--- src/hw/rtl/tes_pkg.sv ---
`default_nettype none
package tes_pkg;

	localparam int QueueDepthDefault = 16;
	localparam int MaxFire = 16;
	localparam int TimeW = 48;
	localparam int IdW = 32;
	localparam int ClientW = 31;
	localparam int PortW = 16;
	localparam int PeriodW = 24;
	localparam int CountW = 31;
	localparam logic [9:0] UsPerMs = 10'd1000;

	typedef enum logic [1:0] {
		FUNC_ONESHOT = 2'd0,
		FUNC_REPEAT  = 2'd1,
		FUNC_CANCEL  = 2'd2,
		FUNC_TICK    = 2'd3
	} func_t;

	typedef enum logic [1:0] {
		KIND_ACCEPT = 2'd0,
		KIND_REJECT = 2'd1,
		KIND_CANCEL = 2'd2,
		KIND_FIRED  = 2'd3
	} kind_t;

	typedef enum logic [3:0] {
		ST_IDLE,
		ST_FIND,
		ST_ADD,
		ST_CANCEL,
		ST_SCAN,
		ST_PICK,
		ST_FIRE,
		ST_MUL,
		ST_REARM,
		ST_DONE
	} state_t;

	// control from sequencer to the scan unit
	typedef struct packed {
		logic clear;
		logic step;
	} scan_ctl_t;

endpackage
`default_nettype wire

--- src/hw/rtl/tes_scan.sv ---
`default_nettype none
// Walks the slots one per cycle while step is high and keeps a running best candidate.
module tes_scan #(
	parameter int QUEUE_DEPTH = tes_pkg::QueueDepthDefault,
	localparam int SW = (QUEUE_DEPTH > 1) ? $clog2(QUEUE_DEPTH) : 1
) (
	input  wire logic                   clk,
	input  wire logic                   arst_n,
	input  wire tes_pkg::scan_ctl_t     ctl,
	input  wire logic [SW-1:0]          slot,
	input  wire logic                   cand,
	input  wire logic [tes_pkg::TimeW-1:0] cand_dl,
	output logic                        found,
	output logic [SW-1:0]               best_slot
);
	logic [tes_pkg::TimeW-1:0] best_dl_q;
	logic                      found_q;
	logic [SW-1:0]             best_q;

	// keep strictly earlier deadline; ties keep the lower slot
	always_ff @(posedge clk or negedge arst_n) begin
		if (!arst_n) begin
			found_q <= 1'b0;
		end else if (ctl.clear) begin
			found_q <= 1'b0;
		end else if (ctl.step && cand && (!found_q || cand_dl < best_dl_q)) begin
			found_q <= 1'b1;
		end
	end

	always_ff @(posedge clk) begin
		if (ctl.step && cand && (!found_q || cand_dl < best_dl_q)) begin
			best_dl_q <= cand_dl;
			best_q <= slot;
		end
	end

	assign found = found_q;
	assign best_slot = best_q;
endmodule
`default_nettype wire

--- src/hw/rtl/timer_event_scheduler_top.sv ---
`default_nettype none
// Timer event scheduler: a store of QUEUE_DEPTH pending timers.
// Command channel: drive func and its fields with start high while busy is
// low; the item is taken at that edge. Results come out on kind, timer_id,
// fired_client, fired_port and last, each valid for one cycle with strobe
// high; the receiver cannot hold them off. last marks the final result of
// an item. A quiet tick gives no result.
// An add walks the slots one per cycle to find the lowest free one, and a
// cancel walks them once. A tick does one scan of all slots per fired
// timer (the shared compare unit), then the fire and re-arm multiply, for
// up to 16 fires; a further scan that finds none ends the tick unless the
// cap of 16 fires was reached.
// busy stays high for the whole item; one item at a time.
// Reset clears all valid bits and the id counter; stores are not cleared.
module timer_event_scheduler_top #(
	parameter int QUEUE_DEPTH = tes_pkg::QueueDepthDefault
) (
	input  wire logic        clk,
	input  wire logic        arst_n,
	input  wire logic        start,
	output logic             busy,
	input  wire logic [1:0]  func,
	input  wire logic [47:0] now_time,
	input  wire logic [47:0] deadline,
	input  wire logic [23:0] period_ms,
	input  wire logic [30:0] repeat_count,
	input  wire logic [30:0] client_id,
	input  wire logic [15:0] dest_port,
	input  wire logic [31:0] cancel_id,
	output logic             strobe,
	output logic [1:0]       kind,
	output logic [31:0]      timer_id,
	output logic [30:0]      fired_client,
	output logic [15:0]      fired_port,
	output logic             last
);
	localparam int SW = (QUEUE_DEPTH > 1) ? $clog2(QUEUE_DEPTH) : 1;
	localparam int CW = $clog2(QUEUE_DEPTH + 1);
	localparam int FW = $clog2(tes_pkg::MaxFire + 1);
	localparam int TW = tes_pkg::TimeW;

	tes_pkg::state_t state_q, state_d;

	// stores
	logic [TW-1:0]                 dl_mem   [QUEUE_DEPTH];
	logic [tes_pkg::IdW-1:0]       id_mem   [QUEUE_DEPTH];
	logic [tes_pkg::ClientW-1:0]   cl_mem   [QUEUE_DEPTH];
	logic [tes_pkg::PortW-1:0]     port_mem [QUEUE_DEPTH];
	logic [tes_pkg::PeriodW-1:0]   per_mem  [QUEUE_DEPTH];
	logic [tes_pkg::CountW-1:0]    cnt_mem  [QUEUE_DEPTH];
	logic [QUEUE_DEPTH-1:0]        valid_q;
	logic [QUEUE_DEPTH-1:0]        done_q;
	logic [tes_pkg::IdW-1:0]       next_id_q;

	// latched item
	tes_pkg::func_t              func_q;
	logic [TW-1:0]               now_q, dl_in_q;
	logic [tes_pkg::PeriodW-1:0] per_in_q;
	logic [tes_pkg::CountW-1:0]  cnt_in_q;
	logic [tes_pkg::ClientW-1:0] cl_in_q;
	logic [tes_pkg::PortW-1:0]   port_in_q;
	logic [tes_pkg::IdW-1:0]     cid_q;

	logic [CW-1:0]  cnt_q;
	logic [FW-1:0]  nfire_q;
	logic [SW-1:0]  slot;
	logic [SW-1:0]  best_slot;
	logic           found;
	logic [TW-1:0]  dl_rd;
	logic           cand;
	logic           free_found_q;
	logic [SW-1:0]  free_q;
	logic [33:0]    prod_q;
	logic [TW:0]    sum;

	// output register
	logic           strobe_q, last_q;
	tes_pkg::kind_t kind_q;
	logic [31:0]    tid_q;
	logic [30:0]    fcl_q;
	logic [15:0]    fport_q;

	tes_pkg::scan_ctl_t scan_ctl;

	assign slot  = cnt_q[SW-1:0];
	assign dl_rd = dl_mem[slot];
	assign cand  = valid_q[slot] && !done_q[slot] && (dl_rd <= now_q);
	assign scan_ctl.clear = (state_q == tes_pkg::ST_IDLE) || (state_q == tes_pkg::ST_REARM);
	assign scan_ctl.step  = (state_q == tes_pkg::ST_SCAN);

	tes_scan #(.QUEUE_DEPTH(QUEUE_DEPTH)) u_scan (
		.clk       (clk),
		.arst_n    (arst_n),
		.ctl       (scan_ctl),
		.slot      (slot),
		.cand      (cand),
		.cand_dl   (dl_rd),
		.found     (found),
		.best_slot (best_slot)
	);

	assign sum = {1'b0, now_q} + {{(TW-33){1'b0}}, prod_q};

	// next state
	always_comb begin
		state_d = state_q;
		case (state_q)
			tes_pkg::ST_IDLE: begin
				if (start) begin
					case (tes_pkg::func_t'(func))
						tes_pkg::FUNC_CANCEL: state_d = tes_pkg::ST_CANCEL;
						tes_pkg::FUNC_TICK:   state_d = tes_pkg::ST_SCAN;
						default:              state_d = tes_pkg::ST_FIND;
					endcase
				end
			end
			tes_pkg::ST_FIND:
				if (cnt_q == CW'(QUEUE_DEPTH - 1)) state_d = tes_pkg::ST_ADD;
			tes_pkg::ST_ADD: state_d = tes_pkg::ST_DONE;
			tes_pkg::ST_CANCEL:
				if (cnt_q == CW'(QUEUE_DEPTH - 1)) state_d = tes_pkg::ST_DONE;
			tes_pkg::ST_SCAN:
				if (cnt_q == CW'(QUEUE_DEPTH - 1)) state_d = tes_pkg::ST_PICK;
			tes_pkg::ST_PICK: state_d = found ? tes_pkg::ST_FIRE : tes_pkg::ST_DONE;
			tes_pkg::ST_FIRE: state_d = tes_pkg::ST_MUL;
			tes_pkg::ST_MUL:  state_d = tes_pkg::ST_REARM;
			tes_pkg::ST_REARM:
				state_d = (nfire_q == FW'(tes_pkg::MaxFire)) ? tes_pkg::ST_DONE
				                                             : tes_pkg::ST_SCAN;
			tes_pkg::ST_DONE: state_d = tes_pkg::ST_IDLE;
			default: state_d = tes_pkg::ST_IDLE;
		endcase
	end

	// outputs of the sequencer
	always_comb begin
		busy = (state_q != tes_pkg::ST_IDLE);
	end

	always_ff @(posedge clk or negedge arst_n) begin
		if (!arst_n) begin
			state_q <= tes_pkg::ST_IDLE;
		end else begin
			state_q <= state_d;
		end
	end

	// hold the item
	always_ff @(posedge clk) begin
		if (state_q == tes_pkg::ST_IDLE && start) begin
			func_q    <= tes_pkg::func_t'(func);
			now_q     <= now_time;
			dl_in_q   <= deadline;
			per_in_q  <= period_ms;
			cnt_in_q  <= repeat_count;
			cl_in_q   <= client_id;
			port_in_q <= dest_port;
			cid_q     <= cancel_id;
		end
	end

	// slot counter, free slot search, fire count
	always_ff @(posedge clk or negedge arst_n) begin
		if (!arst_n) begin
			cnt_q        <= '0;
			free_found_q <= 1'b0;
			nfire_q      <= '0;
			done_q       <= '0;
		end else begin
			case (state_q)
				tes_pkg::ST_IDLE: begin
					cnt_q        <= '0;
					free_found_q <= 1'b0;
					nfire_q      <= '0;
					done_q       <= '0;
				end
				tes_pkg::ST_FIND, tes_pkg::ST_CANCEL, tes_pkg::ST_SCAN: begin
					cnt_q <= (cnt_q == CW'(QUEUE_DEPTH - 1)) ? '0 : cnt_q + 1'b1;
					if (state_q == tes_pkg::ST_FIND && !free_found_q && !valid_q[slot])
						free_found_q <= 1'b1;
				end
				tes_pkg::ST_FIRE: begin
					done_q[best_slot] <= 1'b1;
					nfire_q <= nfire_q + 1'b1;
				end
				default: ;
			endcase
		end
	end

	always_ff @(posedge clk) begin
		if (state_q == tes_pkg::ST_FIND && !free_found_q && !valid_q[slot])
			free_q <= slot;
		// period in us; registered before the add
		if (state_q == tes_pkg::ST_FIRE)
			prod_q <= per_mem[best_slot] * tes_pkg::UsPerMs;
	end

	// valid bits and id counter
	always_ff @(posedge clk or negedge arst_n) begin
		if (!arst_n) begin
			valid_q   <= '0;
			next_id_q <= '0;
		end else begin
			case (state_q)
				tes_pkg::ST_ADD:
					if (free_found_q) begin
						valid_q[free_q] <= 1'b1;
						next_id_q <= next_id_q + 1'b1;
					end
				tes_pkg::ST_CANCEL:
					if (valid_q[slot] && id_mem[slot] == cid_q) valid_q[slot] <= 1'b0;
				tes_pkg::ST_REARM:
					if (cnt_mem[best_slot] == '0) valid_q[best_slot] <= 1'b0;
				default: ;
			endcase
		end
	end

	// store writes
	always_ff @(posedge clk) begin
		if (state_q == tes_pkg::ST_ADD && free_found_q) begin
			dl_mem[free_q]   <= (func_q == tes_pkg::FUNC_REPEAT) ? now_q : dl_in_q;
			id_mem[free_q]   <= next_id_q + 1'b1;
			cl_mem[free_q]   <= cl_in_q;
			port_mem[free_q] <= port_in_q;
			per_mem[free_q]  <= (func_q == tes_pkg::FUNC_REPEAT) ? per_in_q : '0;
			cnt_mem[free_q]  <= (func_q == tes_pkg::FUNC_REPEAT) ? cnt_in_q : '0;
		end
		if (state_q == tes_pkg::ST_REARM && cnt_mem[best_slot] != '0) begin
			cnt_mem[best_slot] <= cnt_mem[best_slot] - 1'b1;
			dl_mem[best_slot]  <= sum[TW] ? {TW{1'b1}} : sum[TW-1:0];
		end
	end

	// result register; the last fire is flagged when the next scan finds none or the fire cap is reached
	always_ff @(posedge clk or negedge arst_n) begin
		if (!arst_n) begin
			strobe_q <= 1'b0;
			last_q   <= 1'b0;
		end else begin
			strobe_q <= 1'b0;
			last_q   <= 1'b0;
			case (state_q)
				tes_pkg::ST_ADD: begin
					strobe_q <= 1'b1;
					last_q   <= 1'b1;
				end
				tes_pkg::ST_CANCEL:
					if (cnt_q == CW'(QUEUE_DEPTH - 1)) begin
						strobe_q <= 1'b1;
						last_q   <= 1'b1;
					end
				tes_pkg::ST_PICK:
					if (!found && nfire_q != '0) begin
						strobe_q <= 1'b1;
						last_q   <= 1'b1;
					end
				tes_pkg::ST_REARM:
					if (nfire_q == FW'(tes_pkg::MaxFire)) begin
						strobe_q <= 1'b1;
						last_q   <= 1'b1;
					end
				tes_pkg::ST_FIRE:
					if (nfire_q != '0) strobe_q <= 1'b1;
				default: ;
			endcase
		end
	end

	// fired payload waits in a pending register until its last flag is known
	logic [31:0] ptid_q;
	logic [30:0] pcl_q;
	logic [15:0] pport_q;

	always_ff @(posedge clk) begin
		case (state_q)
			tes_pkg::ST_ADD: begin
				kind_q  <= free_found_q ? tes_pkg::KIND_ACCEPT : tes_pkg::KIND_REJECT;
				tid_q   <= free_found_q ? next_id_q + 1'b1 : '0;
				fcl_q   <= '0;
				fport_q <= '0;
			end
			tes_pkg::ST_CANCEL: begin
				kind_q  <= tes_pkg::KIND_CANCEL;
				tid_q   <= cid_q;
				fcl_q   <= '0;
				fport_q <= '0;
			end
			tes_pkg::ST_FIRE, tes_pkg::ST_PICK, tes_pkg::ST_REARM: begin
				kind_q  <= tes_pkg::KIND_FIRED;
				tid_q   <= ptid_q;
				fcl_q   <= pcl_q;
				fport_q <= pport_q;
			end
			default: ;
		endcase
		if (state_q == tes_pkg::ST_FIRE) begin
			ptid_q  <= id_mem[best_slot];
			pcl_q   <= cl_mem[best_slot];
			pport_q <= port_mem[best_slot];
		end
	end

	assign strobe       = strobe_q;
	assign last         = last_q;
	assign kind         = kind_q;
	assign timer_id     = tid_q;
	assign fired_client = fcl_q;
	assign fired_port   = fport_q;

	// a result never appears while idle unless it was just finished
	a_strobe_busy: assert property (@(posedge clk) disable iff (!arst_n)
		strobe |-> $past(busy)) else $error("result without a busy item");
	// the fire count stays within the burst limit
	a_fire_cap: assert property (@(posedge clk) disable iff (!arst_n)
		nfire_q <= FW'(tes_pkg::MaxFire)) else $error("fire count overrun");
	// a started item raises busy
	a_start_busy: assert property (@(posedge clk) disable iff (!arst_n)
		(start && !busy) |=> busy) else $error("start not taken");

endmodule
`default_nettype wire

--- config.mk ---
export PLATFORM = sky130hd
export DESIGN_NAME = timer_event_scheduler_top
export DESIGN_NICKNAME = d
export VERILOG_FILES = /design/src/hw/rtl/tes_pkg.sv /design/src/hw/rtl/tes_scan.sv /design/src/hw/rtl/timer_event_scheduler_top.sv
export SDC_FILE = /design/constraint.sdc
export NUM_CORES = 2
export LEC_CHECK = 0
export BUFFER_PORTS_ARGS = -buffer_cell sky130_fd_sc_hd__buf_2
export CORE_MARGIN = 4
export CORE_UTILIZATION = 30
export DETAILED_ROUTE_END_ITERATION = 7
export GPL_TIMING_DRIVEN = 0
export HOLD_SLACK_MARGIN = 0.02
export PLACE_DENSITY_LB_ADDON = 0.05
export SYNTH_ARGS = -nofsm -noshare
export SYNTH_HDL_FRONTEND = slang
export SYNTH_SLANG_ARGS = --single-unit
--- constraint.sdc ---
create_clock -name clk -period 19.8 [get_ports clk]
set_input_delay 4.95 -clock clk [delete_from_list [all_inputs] [get_ports clk]]
set_output_delay 4.95 -clock clk [all_outputs]
set_load 0.1 [all_outputs]
==> summary.txt <==
Outcome
  – Status: finished, violations left
  – Violated checks: max-capacitance violations, max-slew violations

Die
  – Placeable Area: 0.479 mm2
  – I/O Pins: 319
  – Die Width: 702 um
  – Die Y: between 700 and 800 um
  – Initial Utilization: 30.1%
  – Die area: about 0.49 mm2
  – Floorplan row count: 254

Timing
  – RSZ-0062 raised after global routing: no
  – Max_slew headroom: -1.96%
  – Hold slack: ~0.48 ns
  – Slew @ Worst Pin: 1.53 ns
  – Final Hold Fails: 0
  – Final Setup Violations: 0
  – Sum Neg Setup Slack: 0 ns
  – Achievable Freq: 81.6 MHz
  – Tcrit/Tclk final: between 60% and 70%
  – Fin crit period: around 12 ns
  – Fin. max-slew vios: 25
  – Final worst slack: around 7.5 ns
  – Setup Skew: between 0.06 and 0.07 ns

Clock tree
  – Root buffer selected by CTS: clkbuf_16
  – Num CTS Buffers: 408
  – Post-CTS setup buffer count: 0
  – H-Tree Depth: 5
  – # clock sinks: 3477
  – Worst-skew pair later-pin latency: 1.00 ns
  – CTS Buffer Depth: 4
  – Clk slew on worst S/H paths: 0.06 ns
  – CTS tree: built
  – Post-CTS sizing: 0
  – Hold Buf Count CTS: 0

Logic synthesis
  – Synthesized netlist cell count: 7138
  – Post-synth top area cell: edfxtp_1
  – Seq/Total Area, Yosys: 72.0%
  – Top-area cell type share of the netlist area: between 70% and 80%
  – Ys flop type: edfxtp_1
  – Synth Cell Area: 0.144 mm2
  – Synth Area per Inst: 20.2 um2
  – Flop and latch count out of synthesis: 3477
  – Top cells by area, synth: edfxtp_1 71%, mux4_2 16%, ha_1 1.8%
  – Mux cell area share after synthesis: 16.3%
  – Post-Synth Simple-Gate Area: 2.77%
  – Synth warnings: 0
  – Syn Nets: 7664
  – Post-synthesis xor/xnor area fraction: between 1 and 1.5%
  – Adder-cell share of the synthesized area: under 10%
  – Post-synth EDFFs: 3391
  – Netlist cell types: 92
  – Compound-Gate Fraction of Synth Area: 3.13%
  – Largest family of logic cells by synthesized area: multiplexers
  – Post-synth ARST share: around 2.4%
  – Most instantiated library cell after synthesis: edfxtp_1
  – Post-synth top cells: 3391 x edfxtp_1, 995 x mux4_2, 269 x inv_1

GRT
  – First-pass GRT wire length: 695000 um
  – M3 GR Usage: 2.76%
  – Initial antenna violation count: 33
  – Vias in the first global route: 80700
  – GRT Overall Usage: 20.5%
  – Gr busiest metal: met2
  – Gr ovfl total: 0
  – Largest net degree at the start of global routing: 55
  – GR Util met1: approximately 28%
  – Met2 usage: 34.5%

Critical path
  – Most frequent cell on the critical path: buf_2
  – Critical Path Slowest Stage Cell: o21ai_0
  – Peak per-stage delay on the critical path: 1.07 ns
  – WP buf/inv: 10
  – Kind of critical path: register to register
  – CP max FO: 10
  – Critical Path Start Type: register
  – Worst r2r src: cnt_q[0]
  – Arr. time, crit path: 13.06 ns
  – Worst Setup SP: cnt_q[0]
  – Worst path required time: 20.61 ns
  – Crit-path cells: buf_2, buf_2, buf_2, buf_2, buf_2, clkbuf_1, buf_1, mux4_2, mux4_2, ha_1, a21o_1, a21o_1, a21o_1, a211oi_1, o21ai_0, o21ai_0, o2111ai_1, nor3_2, buf_6, buf_6, buf_6, mux2_2
  – Worst Setup End Kind: register
  – Top Family by Delay on Critical Path: buffers and inverters

Detailed routing
  – Vias: 77100
  – Drt pass-1 iters: 5
  – Vias per cell: 5.16
  – Drc violations: 0
  – Wirelength, routed: approximately 510000 um
  – Starting DRT DRC Count: 7130
  – Wirelength per Cell: roughly 34 um
  – DRT antenna net count: 0

Min path
  – Hold path startpoint: done_q[3]
  – Hold crit path type: register to register

Placement
  – Final GP Congestion: 0.820
  – Dpl hpwl: 356000 um
  – DP Area: roughly 0.16 mm2
  – Placement Setup Slack: 7.05 ns
  – I/O Buffers: roughly 320

Cells and area
  – Nets: 8729
  – Post-layout instance area: 0.174 mm2
  – Proportion of layout cells with a drive suffix above 1: between 20% and 30%
  – Post-layout util: 36.3%
  – Synthesis-to-layout area growth: 20.4%

Flow run
  – Max Cap Viol: 2

Pwr
  – Leakage: 57.1 nW
  – Peak VDD IR: ~0.13 mV
  – Pwr dens: 130 mW/mm2
## kinds of logic after synthesis
logic type	Yosys count
multiplexers	1103
AO/OA/AOI/OAI	654
buffers and inverters	621
AND/OR/NAND/NOR	819
XOR/XNOR	173
flip-flops	3477
adder cells (fa/ha/maj)	291
## cell usage in the layout, fill, tap and decap left out, drive strengths merged, types with 13 or more instances in the layout
cell	instances
clkinv	190
nor3	40
inv	281
and2	88
a31oi	34
xor2	74
mux4	995
dfrtp	82
nor2b	27
nand4	56
a211oi	24
nand2	264
clkinvlp	16
buf	796
nand2b	22
fa	87
a21oi	126
a32oi	36
a22o	23
nor4	16
nand3	84
edfxtp	3391
nor2	161
o21a	13
mux2i	99
a21o	57
o21ai	118
clkbuf	711
and3	22
bufinv	35
ha	204
o22ai	21
xnor2	99
a22oi	80
a221oi	14
## path summary, 6_finish.rpt
check / slack, ns / cells after the start / to
setup / recovery: 7.55 / 22 / register
hold / removal: 0.48 / 2 / done_q[3]
setup reg to reg: 7.55 / 22 / register
hold reg to reg: 0.48 / 2 / done_q[3]
max in group asynchronous: 15.09 / 2 / next_id_q[7]
min in group asynchronous: 4.02 / 1 / next_id_q[27]
## tightest hold or removal path, stage by stage, from the launching register on
cell     delay, ns
dfrtp_1       0.34
nand2_1       0.05
o21ai_0       0.06
## stage by stage
step / std cells / power, mW
3_3_place_gp: 13900 / 15.4
2_1_floorplan: 7138 / 12.9
6_report: 15000 / 22.6
3_5_place_dp: 14200 / 15.4
5_1_grt: 15000 / 23.6
4_1_cts: 14900 / 23.0
## final cells by class
cell class	instances	area, um2
clock buffers	503	10800
clock inverters	250	2350
multi-input cells	3040	38400
flip-flops and latches	3477	104000
repair buffers	655	7660
fillers	44500	305000
inverters	272	1030
plain buffers	349	1600
well taps	6400	8010
diodes	11	27.5
## flip-flops by register name (all words and copies together) (netlist names), 24 cells and up, named ones only
name,flops
pcl_q,31
cl_in_q,31
cnt_mem,496
u_scan.best_dl_q,48
cl_mem,496
per_in_q,24
timer_id,32
port_mem,256
per_mem,384
id_mem,512
prod_q,31
cnt_in_q,31
dl_in_q,48
ptid_q,32
dl_mem,768
fired_client,31
cid_q,32
now_q,48
next_id_q,32
## power by group
group / total, mW / switching (mW) / internal, mW
Clock: 7.46 / 3.13 / 4.33
Combinational: 5.91 / 4.07 / 1.84
Sequential: 9.28 / 0.309 / 8.97
## layer usage
layer	routed length [um]	vias to the layer above
li1	-	31700
met1	224000	42500
met2	250000	2336
met3	24400	593
met4	12600	4
met5	26	-
No activity file was read; power rests on OpenSTA's default activity.
